[src/design/mfbr_pkg.sv]
// mfbr_pkg: operation, status and align-size codes and fixed widths of the msb-first bit reader
// no dependencies
package mfbr_pkg;

    localparam int unsigned WORD_W = 32;
    localparam int unsigned WIN_W  = 64;
    localparam int unsigned LEN_W  = 6;
    localparam int unsigned HELD_W = 7;
    localparam int unsigned SKIP_W = 16;

    typedef enum logic [2:0] {
        OP_LOAD  = 3'd0,
        OP_GET   = 3'd1,
        OP_PEEK  = 3'd2,
        OP_ALIGN = 3'd3,
        OP_SCAN  = 3'd4
    } t_op;

    typedef enum logic [1:0] {
        ST_OK     = 2'd0,
        ST_SHORT  = 2'd1,
        ST_FULL   = 2'd2,
        ST_BADARG = 2'd3
    } t_status;

    typedef enum logic [1:0] {
        AL_BYTE    = 2'd0,
        AL_HALF    = 2'd1,
        AL_WORD    = 2'd2,
        AL_ILLEGAL = 2'd3
    } t_align;

endpackage

[src/design/mfbr_if.sv]
// mfbr_req_if / mfbr_rsp_if: valid-ready channels of the msb-first bit reader
// depends on mfbr_pkg
interface mfbr_req_if;
    logic                          valid;
    logic                          ready;
    logic [2:0]                    operation;
    logic [mfbr_pkg::WORD_W-1:0]   word;
    logic [mfbr_pkg::LEN_W-1:0]    length;
    logic [1:0]                    align_size;
    logic [mfbr_pkg::WORD_W-1:0]   code;
    logic [2:0]                    code_bytes;

    modport source (output valid, operation, word, length, align_size, code, code_bytes,
                    input ready);
    modport sink   (input valid, operation, word, length, align_size, code, code_bytes,
                    output ready);
endinterface

interface mfbr_rsp_if;
    logic                          valid;
    logic                          ready;
    logic [mfbr_pkg::WORD_W-1:0]   value;
    logic [1:0]                    status;
    logic                          found;
    logic [mfbr_pkg::SKIP_W-1:0]   skipped;
    logic [mfbr_pkg::HELD_W-1:0]   bits_held;
    logic [mfbr_pkg::WORD_W-1:0]   total_bits;

    modport source (output valid, value, status, found, skipped, bits_held, total_bits,
                    input ready);
    modport sink   (input valid, value, status, found, skipped, bits_held, total_bits,
                    output ready);
endinterface

[src/design/msb_first_bit_reader_core.sv]
// msb_first_bit_reader_core: msb-first bit reader over a 64-bit window
// depends on mfbr_pkg and the channel interfaces in mfbr_if.sv
//
//  channel  dir  word carries
//  i_req    in   operation, word, length, align_size, code, code_bytes
//  o_rsp    out  value, status, found, skipped, bits_held, total_bits
//
// one word in, one word out for each request: the window, counters and the
// result register are all written at the edge that accepts the request
// result appears the cycle after acceptance and sits in the result register
// i_req.ready is high while the result register is empty or being drained,
// so a stalled o_rsp holds back exactly one request
// i_rst_n (synchronous, active low) empties the window and clears counters
module msb_first_bit_reader_core (
    input  logic              i_clk,
    input  logic              i_rst_n,
    mfbr_req_if.sink          i_req,
    mfbr_rsp_if.source        o_rsp
);

    localparam int unsigned WORD_W = mfbr_pkg::WORD_W;
    localparam int unsigned WIN_W  = mfbr_pkg::WIN_W;
    localparam int unsigned LEN_W  = mfbr_pkg::LEN_W;
    localparam int unsigned HELD_W = mfbr_pkg::HELD_W;
    localparam int unsigned SKIP_W = mfbr_pkg::SKIP_W;

    // architectural state: valid bits sit at the top of the window
    logic [WIN_W-1:0]  r_window,  n_window;
    logic [HELD_W-1:0] r_held,    n_held;
    logic [WORD_W-1:0] r_total,   n_total;
    logic [SKIP_W-1:0] r_skip,    n_skip;

    // result register
    logic              r_valid;
    logic [WORD_W-1:0] r_value,   n_value;
    logic [1:0]        r_status,  n_status;
    logic              r_found,   n_found;
    logic [SKIP_W-1:0] r_skipped, n_skipped;

    logic accept;

    // shared extraction and consume path
    logic [LEN_W-1:0]  peek_n;      // bits looked at from the top, 0..32 for a legal request
    logic [WORD_W-1:0] peek_bits;   // those bits, right aligned
    logic              take_en;
    logic [LEN_W-1:0]  take_n;

    logic [LEN_W-1:0]  align_n;
    logic [4:0]        align_mask;
    logic [LEN_W-1:0]  scan_need;
    logic [WORD_W-1:0] neg_total;

    mfbr_pkg::t_op    op;
    mfbr_pkg::t_align asz;

    assign op  = mfbr_pkg::t_op'(i_req.operation);
    assign asz = mfbr_pkg::t_align'(i_req.align_size);

    assign i_req.ready = !r_valid || o_rsp.ready;
    assign accept      = i_req.valid && i_req.ready;

    // shift of 32 gives zero, which covers a zero-length peek
    assign peek_bits = r_window[WIN_W-1 -: WORD_W] >> (LEN_W'(WORD_W) - peek_n);

    // distance to the next boundary, counted from total bits consumed
    assign neg_total = WORD_W'(0) - r_total;
    always_comb begin
        unique case (asz)
            mfbr_pkg::AL_BYTE: align_mask = 5'd7;
            mfbr_pkg::AL_HALF: align_mask = 5'd15;
            default:           align_mask = 5'd31;
        endcase
    end
    assign align_n   = LEN_W'(neg_total[4:0] & align_mask);
    assign scan_need = {i_req.code_bytes, 3'b000};

    // decode: what to extract, what to consume and the result fields
    always_comb begin
        n_value   = '0;
        n_status  = mfbr_pkg::ST_OK;
        n_found   = 1'b0;
        n_skipped = '0;
        n_skip    = r_skip;
        peek_n    = '0;
        take_en   = 1'b0;
        take_n    = '0;
        n_window  = r_window;
        n_held    = r_held;
        unique case (op)
            mfbr_pkg::OP_LOAD: begin
                if (r_held > HELD_W'(WORD_W)) begin
                    n_status = mfbr_pkg::ST_FULL;
                end else begin
                    n_window = r_window | ({i_req.word, {WORD_W{1'b0}}} >> r_held);
                    n_held   = r_held + HELD_W'(WORD_W);
                end
            end
            mfbr_pkg::OP_GET, mfbr_pkg::OP_PEEK: begin
                peek_n = i_req.length;
                if (i_req.length > LEN_W'(WORD_W)) begin
                    n_status = mfbr_pkg::ST_BADARG;
                end else if (HELD_W'(i_req.length) > r_held) begin
                    n_status = mfbr_pkg::ST_SHORT;
                end else begin
                    n_value = peek_bits;
                    take_en = (op == mfbr_pkg::OP_GET);
                    take_n  = i_req.length;
                end
            end
            mfbr_pkg::OP_ALIGN: begin
                peek_n = align_n;
                if (asz == mfbr_pkg::AL_ILLEGAL) begin
                    n_status = mfbr_pkg::ST_BADARG;
                end else if (HELD_W'(align_n) > r_held) begin
                    n_status = mfbr_pkg::ST_SHORT;
                end else begin
                    n_value = peek_bits;
                    take_en = 1'b1;
                    take_n  = align_n;
                end
            end
            mfbr_pkg::OP_SCAN: begin
                peek_n = scan_need;
                if (i_req.code_bytes == 3'd0 || i_req.code_bytes > 3'd4) begin
                    n_status = mfbr_pkg::ST_BADARG;
                end else if (HELD_W'(scan_need) > r_held) begin
                    n_status = mfbr_pkg::ST_SHORT;
                end else if (peek_bits == i_req.code) begin
                    n_value   = peek_bits;
                    n_found   = 1'b1;
                    n_skipped = r_skip;
                    n_skip    = '0;
                end else begin
                    // miss: drop one byte and count it
                    n_value = WORD_W'(r_window[WIN_W-1 -: 8]);
                    take_en = 1'b1;
                    take_n  = LEN_W'(8);
                    n_skip  = r_skip + SKIP_W'(1);
                end
            end
            default: begin
                n_status = mfbr_pkg::ST_BADARG;
            end
        endcase
        n_total = r_total;
        if (take_en) begin
            n_window = r_window << take_n;
            n_held   = r_held - HELD_W'(take_n);
            n_total  = r_total + WORD_W'(take_n);
        end
    end

    // state and control
    always_ff @(posedge i_clk) begin
        if (!i_rst_n) begin
            r_valid  <= 1'b0;
            r_window <= '0;
            r_held   <= '0;
            r_total  <= '0;
            r_skip   <= '0;
        end else begin
            if (accept) begin
                r_valid  <= 1'b1;
                r_window <= n_window;
                r_held   <= n_held;
                r_total  <= n_total;
                r_skip   <= n_skip;
            end else if (o_rsp.ready) begin
                r_valid <= 1'b0;
            end
        end
    end

    // result payload, no reset needed
    always_ff @(posedge i_clk) begin
        if (accept) begin
            r_value   <= n_value;
            r_status  <= n_status;
            r_found   <= n_found;
            r_skipped <= n_skipped;
        end
    end

    assign o_rsp.valid      = r_valid;
    assign o_rsp.value      = r_value;
    assign o_rsp.status     = r_status;
    assign o_rsp.found      = r_found;
    assign o_rsp.skipped    = r_skipped;
    assign o_rsp.bits_held  = r_held;
    assign o_rsp.total_bits = r_total;

endmodule
[src/flat_wrapper.sv]
// flat-port wrapper written by rule: the top's interface ports become plain ports
module msb_first_bit_reader_core_flat 
  (i_clk, i_rst_n, i_req_valid, i_req_operation, i_req_word, i_req_length, i_req_align_size, i_req_code, i_req_code_bytes, i_req_ready, o_rsp_valid, o_rsp_value, o_rsp_status, o_rsp_found, o_rsp_skipped, o_rsp_bits_held, o_rsp_total_bits, o_rsp_ready);
  mfbr_req_if i_req_i ();
  mfbr_rsp_if o_rsp_i ();
  input  logic i_clk;
  input  logic i_rst_n;
  input wire logic [$bits(i_req_i.valid)-1:0] i_req_valid;
  input wire logic [$bits(i_req_i.operation)-1:0] i_req_operation;
  input wire logic [$bits(i_req_i.word)-1:0] i_req_word;
  input wire logic [$bits(i_req_i.length)-1:0] i_req_length;
  input wire logic [$bits(i_req_i.align_size)-1:0] i_req_align_size;
  input wire logic [$bits(i_req_i.code)-1:0] i_req_code;
  input wire logic [$bits(i_req_i.code_bytes)-1:0] i_req_code_bytes;
  output wire logic [$bits(i_req_i.ready)-1:0] i_req_ready;
  output wire logic [$bits(o_rsp_i.valid)-1:0] o_rsp_valid;
  output wire logic [$bits(o_rsp_i.value)-1:0] o_rsp_value;
  output wire logic [$bits(o_rsp_i.status)-1:0] o_rsp_status;
  output wire logic [$bits(o_rsp_i.found)-1:0] o_rsp_found;
  output wire logic [$bits(o_rsp_i.skipped)-1:0] o_rsp_skipped;
  output wire logic [$bits(o_rsp_i.bits_held)-1:0] o_rsp_bits_held;
  output wire logic [$bits(o_rsp_i.total_bits)-1:0] o_rsp_total_bits;
  input wire logic [$bits(o_rsp_i.ready)-1:0] o_rsp_ready;
  assign i_req_i.valid = i_req_valid;
  assign i_req_i.operation = i_req_operation;
  assign i_req_i.word = i_req_word;
  assign i_req_i.length = i_req_length;
  assign i_req_i.align_size = i_req_align_size;
  assign i_req_i.code = i_req_code;
  assign i_req_i.code_bytes = i_req_code_bytes;
  assign i_req_ready = i_req_i.ready;
  assign o_rsp_valid = o_rsp_i.valid;
  assign o_rsp_value = o_rsp_i.value;
  assign o_rsp_status = o_rsp_i.status;
  assign o_rsp_found = o_rsp_i.found;
  assign o_rsp_skipped = o_rsp_i.skipped;
  assign o_rsp_bits_held = o_rsp_i.bits_held;
  assign o_rsp_total_bits = o_rsp_i.total_bits;
  assign o_rsp_i.ready = o_rsp_ready;
  msb_first_bit_reader_core u_core (.i_clk(i_clk), .i_rst_n(i_rst_n), .i_req(i_req_i), .o_rsp(o_rsp_i));
endmodule
[config.mk]
export PLATFORM = sky130hd
export DESIGN_NAME = msb_first_bit_reader_core_flat
export DESIGN_NICKNAME = d
export VERILOG_FILES = /design/src/design/mfbr_pkg.sv /design/src/design/mfbr_if.sv /design/src/design/msb_first_bit_reader_core.sv /design/src/flat_wrapper.sv
export SDC_FILE = /design/constraint.sdc
export NUM_CORES = 1
export LEC_CHECK = 0
export BUFFER_PORTS_ARGS = -buffer_cell sky130_fd_sc_hd__buf_2
export CAP_MARGIN = 20
export CORE_UTILIZATION = 38
export DETAILED_ROUTE_END_ITERATION = 16
export SYNTH_ARGS = -nofsm -noshare
export SYNTH_HDL_FRONTEND = slang
export SYNTH_SLANG_ARGS = --single-unit
[constraint.sdc]
create_clock -name i_clk -period 9.1 [get_ports i_clk]
set_clock_uncertainty 0.1 [all_clocks]
set_input_delay 0.455 -clock i_clk [delete_from_list [all_inputs] [get_ports i_clk]]
set_output_delay 0.455 -clock i_clk [all_outputs]
set_load 0.05 [all_outputs]
==> results of run 1 <==
[Yosys cell counts (all sizes together) (6+ instances only)]
library cell / count
edfxtp: 51
o21a: 10
o211a: 7
nor2: 167
a22o: 17
nand2: 258
buf: 59
nor2b: 13
a21oi: 142
a211oi: 31
a32oi: 12
o2bb2ai: 6
clkbuf: 96
mux2i: 253
a22oi: 15
and2: 40
nor3: 59
a2bb2oi: 7
mux2: 17
xor2: 33
a221oi: 14
o22ai: 53
and4: 7
nand2b: 12
a21o: 12
inv: 31
or3: 9
xnor2: 40
dfxtp: 120
o221a: 6
nand3: 51
nand4: 18
o211ai: 21
a31oi: 31
nor4: 9
ha: 30
and3: 25
mux4: 56
o21ai: 129
[stage by stage]
stage	util, %	hold WS, ns	setup slack [ns]	instances
floorplan	-	0.3698	1.891	2046
global placement	41.61	0.3992	1.404	2686
detailed placement	41.61	0.4221	1.226	2686
CTS	43.07	0.07823	1.170	2718
global route	43.09	0.1281	0.8463	2719
finish	43.09	0.1133	1.382	2719
[kinds of logic (layout without fill, tap and decap cells)]
family | after synthesis | in the layout | synth area share (%)
compound gates | 561 | 561 | 21.77
xor+xnor | 73 | 73 | 4.306
fa+ha+maj | 32 | 32 | 2.465
buf+inv | 189 | 277 | 4.929
flops | 171 | 171 | 23.34
mux | 326 | 326 | 23.73
simple gates | 694 | 694 | 19.46
[cell type report]
class                           count  share of cell area, %
Clock buffer                       18                  2.406
Clock inverter                     14                 0.9890
Inverter                           34                 0.6816
Multi-Input combinational cell   1686                  64.84
Sequential cell                   171                  21.02
Tap cell                          585                  3.909
Timing Repair Buffer              211                  6.148
[where the power goes]
group	switching [W]	internal, W	total (W)	leakage [nW]
Combinational	0.000535	0.000266	0.000800	5.79
Clock	0.000403	0.000393	0.000796	0.309
Sequential	0.0000485	0.000812	0.000860	1.48
[worst max-delay path: cells and delay by family, from the launching register on]
kind                       cells  cell delay [ns]
and+or+nand+nor                9             2.14
AOI/OAI and AO/OA             10             2.91
adders and majority gates      3             1.11
buffers and inverters          4             0.85
DFF                            1             0.49
[registers in the layout, summed over array words and instances, names as in the netlist]
| register | count |
|---|---|
| u_core.r_skip | 16 |
| u_core.o_rsp.bits_held | 7 |
| u_core.o_rsp.total_bits | 32 |
| u_core.o_rsp.found | 1 |
| u_core.o_rsp.skipped | 16 |
| u_core.r_window | 64 |
| u_core.o_rsp.status | 2 |
| u_core.o_rsp.valid | 1 |
| u_core.o_rsp.value | 32 |
[metal layers]
metal	GRT usage [%]	vias to the layer above	wire length, um
li1	-	7850	-
met1	38.27	8384	28410
met2	47.16	962	30740
met3	5.318	179	5313
met4	18.26	0	3978
met5	0	-	0
[final timing paths]
path / startpoint / end / slack (ns)
hold / removal: i_req_valid / u_core.o_rsp.valid / 0.11
hold reg to reg: u_core.o_rsp.valid / u_core.o_rsp.valid / 0.43
setup reg to reg: u_core.o_rsp.total_bits[0] / u_core.o_rsp.bits_held[6] / 1.38
setup / recovery: u_core.o_rsp.total_bits[0] / u_core.o_rsp.bits_held[6] / 1.38
[layout by cell type, fill, tap and decap left out, types with 23 or more instances in the layout]
master,netlist,layout
ha_1,30,30
mux2i_1,252,252
a211oi_1,31,31
o22ai_1,53,53
nand3_1,51,51
nor2_1,167,166
and3_1,25,25
nand2_1,257,257
a31oi_1,31,31
dfxtp_1,120,118
buf_4,8,38
a21oi_1,142,140
edfxtp_1,51,51
nor3_1,57,56
xnor2_1,34,34
o21ai_0,121,121
and2_1,40,40
mux4_2,54,54
xor2_1,32,32
buf_2,21,173
inv_1,25,23
==> impl_metrics.tcl, run 1 <==
set metrics [dict create \
    clk_pin_slew_worst_paths_ns 0.08 \
    drt-total-wl_mm 68.44 \
    drtIter0Drc 1945 \
    path_common_cell "ha_1" \
    synthToLayoutAreaGrowth_pct 11.09 \
    syn_avg_cell_area_um2 8.238 \
    grt_pass1_vias 16440 \
    clk_latency_ns 0.51 \
    wl_per_cell_um 25.17 \
    cap_violations 0 \
    fin_setup_tns_ns 0 \
    first_pass_iters 5 \
    status "completed" \
    via_per_inst 6.390 \
    vias 17380 \
    start_util_pct 38.79 \
    yosysWarnings 0 \
    drc 0 \
    grt.total_usage_pct 30.03 \
    postCtsHoldBufs 0 \
    yosysUniqueCellTypes 97 \
    power_w 0.002457 \
    fp-row-count 76 \
    cts_tree "built" \
    ys.flop_type "dfxtp_1" \
    whs_path_depth 3 \
    multiInputGateArea_um2 12140 \
    tightest_slew_ns 1.091 \
    min_path_type "in -> reg" \
    worstPathArrival_ns 8.06 \
    yosysTopAreaCell "mux2i_1" \
    fin_nets 2235 \
    fin_crit_sh_pct 84.82 \
    fmax_ghz 0.1296 \
    cts-root-buf "clkbuf_16" \
    clockBufferDepth 2 \
    coreArea_um2 43460 \
    crit_path_max_incr_delay_ns 0.90 \
    ys_async_sr_fraction_pct 0 \
    regArea_um2 3936 \
    setup_viol 0 \
    crit_type "reg -> reg" \
    io_pins 174 \
    drv_slew 0 \
    place_area_um2 18080 \
    antenna_found_initial 0 \
    end_kind "flip-flop" \
    worstSetupStartpointType "flip-flop" \
    worstPathMaxFanout 49 \
    cts_setup_buffers 0 \
    powerDensity_nw_per_um2 131.2 \
    n_fill_cell 4365 \
    cts_sinks 171 \
    antennaDiodeCount 0 \
    h-tree-depth 4 \
    rsz0062_at_grt "no" \
    yosysTopAreaCellShare_pct 14.97 \
    die-area_um2 45200 \
    design_area_um2 18720 \
    leakage_nw 7.582 \
    die_y_um 212.6 \
    die_w_um 212.6 \
    syn_nets 2160 \
    grt_start_max_net_pins 56 \
    grt_pass1_wl_mm 102.0 \
    period_needed_ns 7.718 \
    synth_edf_count 51 \
    yosysSeqAreaShare_pct 23.34 \
    synth_area_leaders "mux2i_1 (15%), dfxtp_1 (14%), edfxtp_1 (9.1%), mux4_2 (7.2%), nand2_1 (5.7%)" \
    cts_buffers 17 \
    crit_slowest_cell "a31o_1" \
    drive_gt1_share_pct 17.29 \
    ir_drop_mv 0.1242 \
    portBuffers 173 \
    ant_nets 0 \
    grt_remaining_overflow 0 \
    hold_viol_final 0 \
    synth_area_um2 16850 \
    hpwl_mm 50.97 \
    ctsResizeCount 0 \
    maxSlewHeadroom_pct 27.21 \
    rr_worst_depth 26 \
    synth-seq-cells 171 \
    place_congestion 0.9660 \
    synth_cells 2046 \
    timing.critical_path.required_ns 9.44 \
]
Note: power is estimated with default switching activity, not from simulation.
==> inputs of run 2 (changes only) <==
- clock period: 9.1 -> 7.6 ns (I/O delays scaled with it)
==> run 2 against run 1 <==
Against the previous run: global-route usage rose by 0.35 points; non-clock buffer count rose by 13; clock power rose by 24%; wire length rose by 0.55%; combinational power rose by 21%; register-to-register slack got worse by 0.85 ns; final area rose by 0.53%; flip-flop and latch count did not move.
==> impl_metrics.tcl, run 2 (same netlist as run 1, synthesis figures left out) <==
set metrics [dict create \
    status "completed" \
    worstSetupStartpointType "flip-flop" \
    clockBufferDepth 2 \
    multiInputGateArea_um2 12140 \
    timing.critical_path.required_ns 7.93 \
    cts-root-buf "clkbuf_16" \
    fin_setup_tns_ns 0 \
    fp-row-count 76 \
    portBuffers 173 \
    place_congestion 0.9916 \
    power_w 0.002981 \
    setup_viol 0 \
    switching_share_pct 38.82 \
    die-area_um2 45200 \
    grt_pass1_vias 16530 \
    die_w_um 212.6 \
    fin_crit_sh_pct 92.94 \
    p_sw_w 0.001157 \
    drt-total-wl_mm 68.82 \
    clk_pin_slew_worst_paths_ns 0.07 \
    cts_buffers 17 \
    crit_type "reg -> reg" \
    die_y_um 212.6 \
    cts_tree "built" \
    clock_power_share_pct 33.0 \
    antenna_found_initial 0 \
    io_pins 174 \
    ir_drop_mv 0.1409 \
    drc 0 \
    end_kind "flip-flop" \
    drive_gt1_share_pct 17.70 \
    vias 17480 \
    rsz0062_at_grt "no" \
    coreArea_um2 43460 \
    maxSlewHeadroom_pct 26.09 \
    p_comb_share_pct 32.5 \
    min_path_type "in -> reg" \
    layout_commonest_cell "nand2_1" \
    layout_common_cells "nand2_1 (257), mux2i_1 (252), buf_2 (173)" \
    worstPathArrival_ns 7.40 \
    top_register "u_core.r_window" \
    n_fill_cell 4403 \
    hpwl_mm 51.61 \
    power_frac_seq_pct 34.5 \
    antennaDiodeCount 0 \
    grt_pass1_wl_mm 103.3 \
    worstPathMaxFanout 49 \
    postCtsHoldBufs 0 \
    drv_slew 0 \
    hold_viol_final 0 \
    ant_nets 0 \
    tightest_slew_ns 1.107 \
    first_pass_iters 5 \
    grt.total_usage_pct 30.38 \
    cts_sinks 171 \
    internal_power_w 0.001824 \
    period_needed_ns 7.064 \
    fin_nets 2248 \
    synthToLayoutAreaGrowth_pct 11.68 \
    wl_per_cell_um 25.19 \
    grt_remaining_overflow 0 \
    grt_start_max_net_pins 66 \
    powerDensity_nw_per_um2 158.4 \
    clk_latency_ns 0.51 \
    start_util_pct 38.79 \
    drtIter0Drc 2024 \
    regArea_um2 3936 \
    leakage_nw 7.647 \
    fmax_ghz 0.1416 \
    largest_reg_flops 64 \
    via_per_inst 6.398 \
    cap_violations 0 \
    h-tree-depth 4 \
]
## run 2: changes by cell type in the layout (fill, tap and decap cells not counted), sizes merged
cell / before / now
clkbuf: 18 / 20
bufinv: 0 / 2
clkinv: 8 / 5
clkinvlp: 0 / 1
inv: 40 / 38
buf: 211 / 224
## run 2: final cells by class
| class | instances | share of cell area [%] |
|---|---|---|
| clock buffers | 20 | 2.486 |
| flip-flops and latches | 171 | 20.91 |
| repair buffers | 224 | 6.633 |
| clock inverters | 12 | 0.8973 |
| inverters | 34 | 0.6780 |
| well taps | 585 | 3.888 |
| multi-input cells | 1686 | 64.51 |
## run 2: stage by stage
step                      worst slack (ns)  utilization, %  hold slack (ns)  cell area, um^2  instances
after floorplan                     0.3906               -           0.3698            16850       2046
after global placement              0.7619           41.82           0.3941            18170       2699
after detailed placement            0.5349           41.82           0.4122            18170       2699
after CTS                           0.4846           43.29          0.01566            18810       2731
after global routing               0.08025           43.32          0.02928            18820       2732
final                               0.5364           43.32          0.04179            18820       2732
## run 2: final timing paths
check | start | end | slack, ns | depth (start not counted)
worst max register to register | u_core.o_rsp.total_bits[1] | u_core.o_rsp.bits_held[6] | 0.54 | 27
worst min register to register | u_core.o_rsp.valid | u_core.o_rsp.valid | 0.43 | 2
worst max-delay path | u_core.o_rsp.total_bits[1] | u_core.o_rsp.bits_held[6] | 0.54 | 27
worst min-delay path | i_req_valid | u_core.o_rsp.valid | 0.04 | 3
## run 2: worst max-delay path: stages, from the launching register on
cell      delay (ns)
dfxtp_1         0.46
inv_1           0.07
ha_1            0.33
and4b_1         0.22
a31oi_1         0.27
ha_1            0.20
buf_4           0.17
inv_2           0.13
a221o_1         0.41
nor3_4          0.27
a31o_1          0.61
buf_4           0.29
a32oi_1         0.16
xnor2_1         0.17
a2111o_1        0.41
or2_2           0.37
o21ai_4         0.28
nand2_4         0.08
buf_4           0.34
inv_2           0.15
ha_1            0.27
o21ai_0         0.09
nand2b_1        0.11
a21o_1          0.19
a21o_1          0.19
or3_1           0.32
a21oi_1         0.16
o21a_1          0.14
## run 2: metal layers
metal / up-vias / part of all wire (%) / global-route usage [%]
met1: 8408 / 40 / 38.37
met3: 237 / 8.5 / 5.820
met5: - / 0 / 0
met4: 0 / 6.2 / 18.90
li1: 7873 / - / -
met2: 961 / 45 / 47.62
## run 2: repair_timing
item                       in CTS  in global routing
setup buffers                   0                  1
hold endpoints to repair        0                  0
setup endpoints to repair       0                 10
gates resized for setup         0                  1
## run 2: power groups by stage
stage	Combinational [W]	Clock, W	Sequential (W)
after floorplan	0.000615	0	0.00107
after global placement	0.000938	0	0.00104
after detailed placement	0.000942	0	0.00105
after CTS	0.000946	0.000995	0.00102
after global routing	0.00103	0.00103	0.00103
final	0.000969	0.000984	0.00103
==> inputs of run 3 (changes only) <==
- CORE_UTILIZATION: 38 -> 59
- PLACE_DENSITY: not set -> 0.8
==> run 3 against run 2 <==
Against the previous run: critical path depth increased by 1; clock power decreased by 3.4%; worst setup slack got worse by 0.13 ns; maximum frequency decreased by 1.8%; largest cell class unchanged; register-to-register slack got worse by 0.13 ns; final cell count decreased by 7.6%.
==> impl_metrics.tcl, run 3 (same netlist as run 1, synthesis figures left out) <==
set metrics [dict create \
    grt_pass1_vias 16730 \
    cts_buffers 17 \
    rsz0062_at_grt "no" \
    cts_setup_buffers 0 \
    end_kind "flip-flop" \
    place_congestion 1.029 \
    layout_common_cells "nand2_1 (257), mux2i_1 (252), buf_2 (173)" \
    hold_viol_final 0 \
    postCtsHoldBufs 0 \
    regArea_um2 3936 \
    worstSetupStartpointType "flip-flop" \
    via_per_inst 7.065 \
    layout_commonest_cell "nand2_1" \
    cts-root-buf "clkbuf_16" \
    path_common_cell "ha_1" \
    ir_drop_mv 0.1301 \
    drv_slew 0 \
    worstPathMaxFanout 49 \
    crit_path_max_incr_delay_ns 0.52 \
    internal_power_w 0.001752 \
    top_register "u_core.r_window" \
    period_needed_ns 7.195 \
    clockBufferDepth 2 \
    clk_pin_slew_worst_paths_ns 0.09 \
    path_buf_inv 5 \
    synthToLayoutAreaGrowth_pct 10.32 \
    portBuffers 173 \
    drtIter0Drc 2476 \
    place_area_um2 17920 \
    p_comb_share_pct 33.1 \
    switching_share_pct 40.51 \
    antennaDiodeCount 0 \
    status "completed" \
    io_pins 174 \
    hpwl_mm 47.97 \
    fin_setup_tns_ns 0 \
    largest_reg_flops 64 \
    setup_viol 0 \
    timing.critical_path.required_ns 7.89 \
    worstPathArrival_ns 7.49 \
    crit_slowest_cell "dfxtp_1" \
    clk_latency_ns 0.46 \
    power_frac_seq_pct 34.7 \
    n_fill_cell 2424 \
    drc 0 \
    drive_gt1_share_pct 17.71 \
    vias 17830 \
    critPathTopFamily "simple AND/OR/NAND/NOR gates" \
    design_area_um2 18590 \
    maxSlewHeadroom_pct 32.31 \
    grt.total_usage_pct 44.86 \
    ctsResizeCount 0 \
    min_path_type "in -> reg" \
    tightest_slew_ns 1.014 \
    leakage_nw 7.652 \
    fin_nets 2247 \
    start_util_pct 60.34 \
    antenna_found_initial 1 \
    die-area_um2 29250 \
    p_sw_w 0.001193 \
    h-tree-depth 4 \
    fin_crit_sh_pct 94.67 \
    die_w_um 171.0 \
    coreArea_um2 27930 \
    cts_sinks 171 \
    grt_remaining_overflow 0 \
    multiInputGateArea_um2 12140 \
    fp-row-count 61 \
    drt-total-wl_mm 65.48 \
    cts_tree "built" \
    fmax_ghz 0.1390 \
    wl_per_cell_um 25.94 \
    first_pass_iters 6 \
    grt_pass1_wl_mm 99.11 \
    ant_nets 0 \
    crit_type "reg -> reg" \
    cap_violations 0 \
    grt_start_max_net_pins 65 \
    powerDensity_nw_per_um2 158.4 \
    clock_power_share_pct 32.3 \
    die_y_um 171.0 \
]
run 3: metal layers:
layer	wire length [um]	global-route usage [%]	part of all wire [%]	up-vias
met2	29160	70.47	45	1255
met4	5420	32.76	8.3	0
met5	0	0	0	-
li1	-	-	-	7878
met3	6895	8.860	11	314
met1	24000	54.68	37	8384
run 3: power groups by stage:
stage                     Sequential [W]  Clock (W)  Combinational (W)
after floorplan                  0.00107          0           0.000615
after global placement           0.00104          0           0.000923
after detailed placement         0.00104          0           0.000929
after CTS                        0.00102   0.000951           0.000934
after global routing             0.00102   0.000985            0.00103
final                            0.00102   0.000951           0.000973
run 3: final timing paths:
path	start	to	slack, ns	cells past startpoint
hold / removal	i_req_valid	u_core.o_rsp.valid	0.06	3
setup reg to reg	u_core.o_rsp.total_bits[0]	u_core.o_rsp.bits_held[6]	0.40	28
setup / recovery	u_core.o_rsp.total_bits[0]	u_core.o_rsp.bits_held[6]	0.40	28
hold reg to reg	u_core.r_skip[1]	u_core.r_skip[1]	0.42	2
run 3: cell type report:
cell class,count,share of cell area (%)
clock buffers,17,2.288
multi-input cells,1686,65.27
well taps,378,2.544
flip-flops and latches,171,21.17
repair buffers,223,6.917
clock inverters,15,1.124
inverters,34,0.6864
run 3: worst reg2reg max path: cells and delay by family (launching register included):
family / cells / cell delay (ns)
buf+inv: 5 / 1.05
simple gates: 10 / 2.30
compound gates: 10 / 2.27
fa+ha+maj: 3 / 0.87
flops: 1 / 0.52
run 3: stage by stage:
| stage | util (%) | power (W) | worst slack (ns) | hold WS (ns) | instances |
|---|---|---|---|---|---|
| 3_3_place_gp | 64.14 | 0.001960 | 0.4925 | 0.3867 | 2489 |
| 4_1_cts | 66.41 | 0.002901 | 0.2560 | 0.05791 | 2521 |
| 3_5_place_dp | 64.14 | 0.001967 | 0.2879 | 0.4013 | 2489 |
| 5_1_grt | 66.56 | 0.003035 | 0.03008 | 0.06564 | 2524 |
| 6_report | 66.56 | 0.002945 | 0.4049 | 0.06244 | 2524 |
| 2_1_floorplan | - | 0.001687 | 0.3906 | 0.3698 | 2046 |
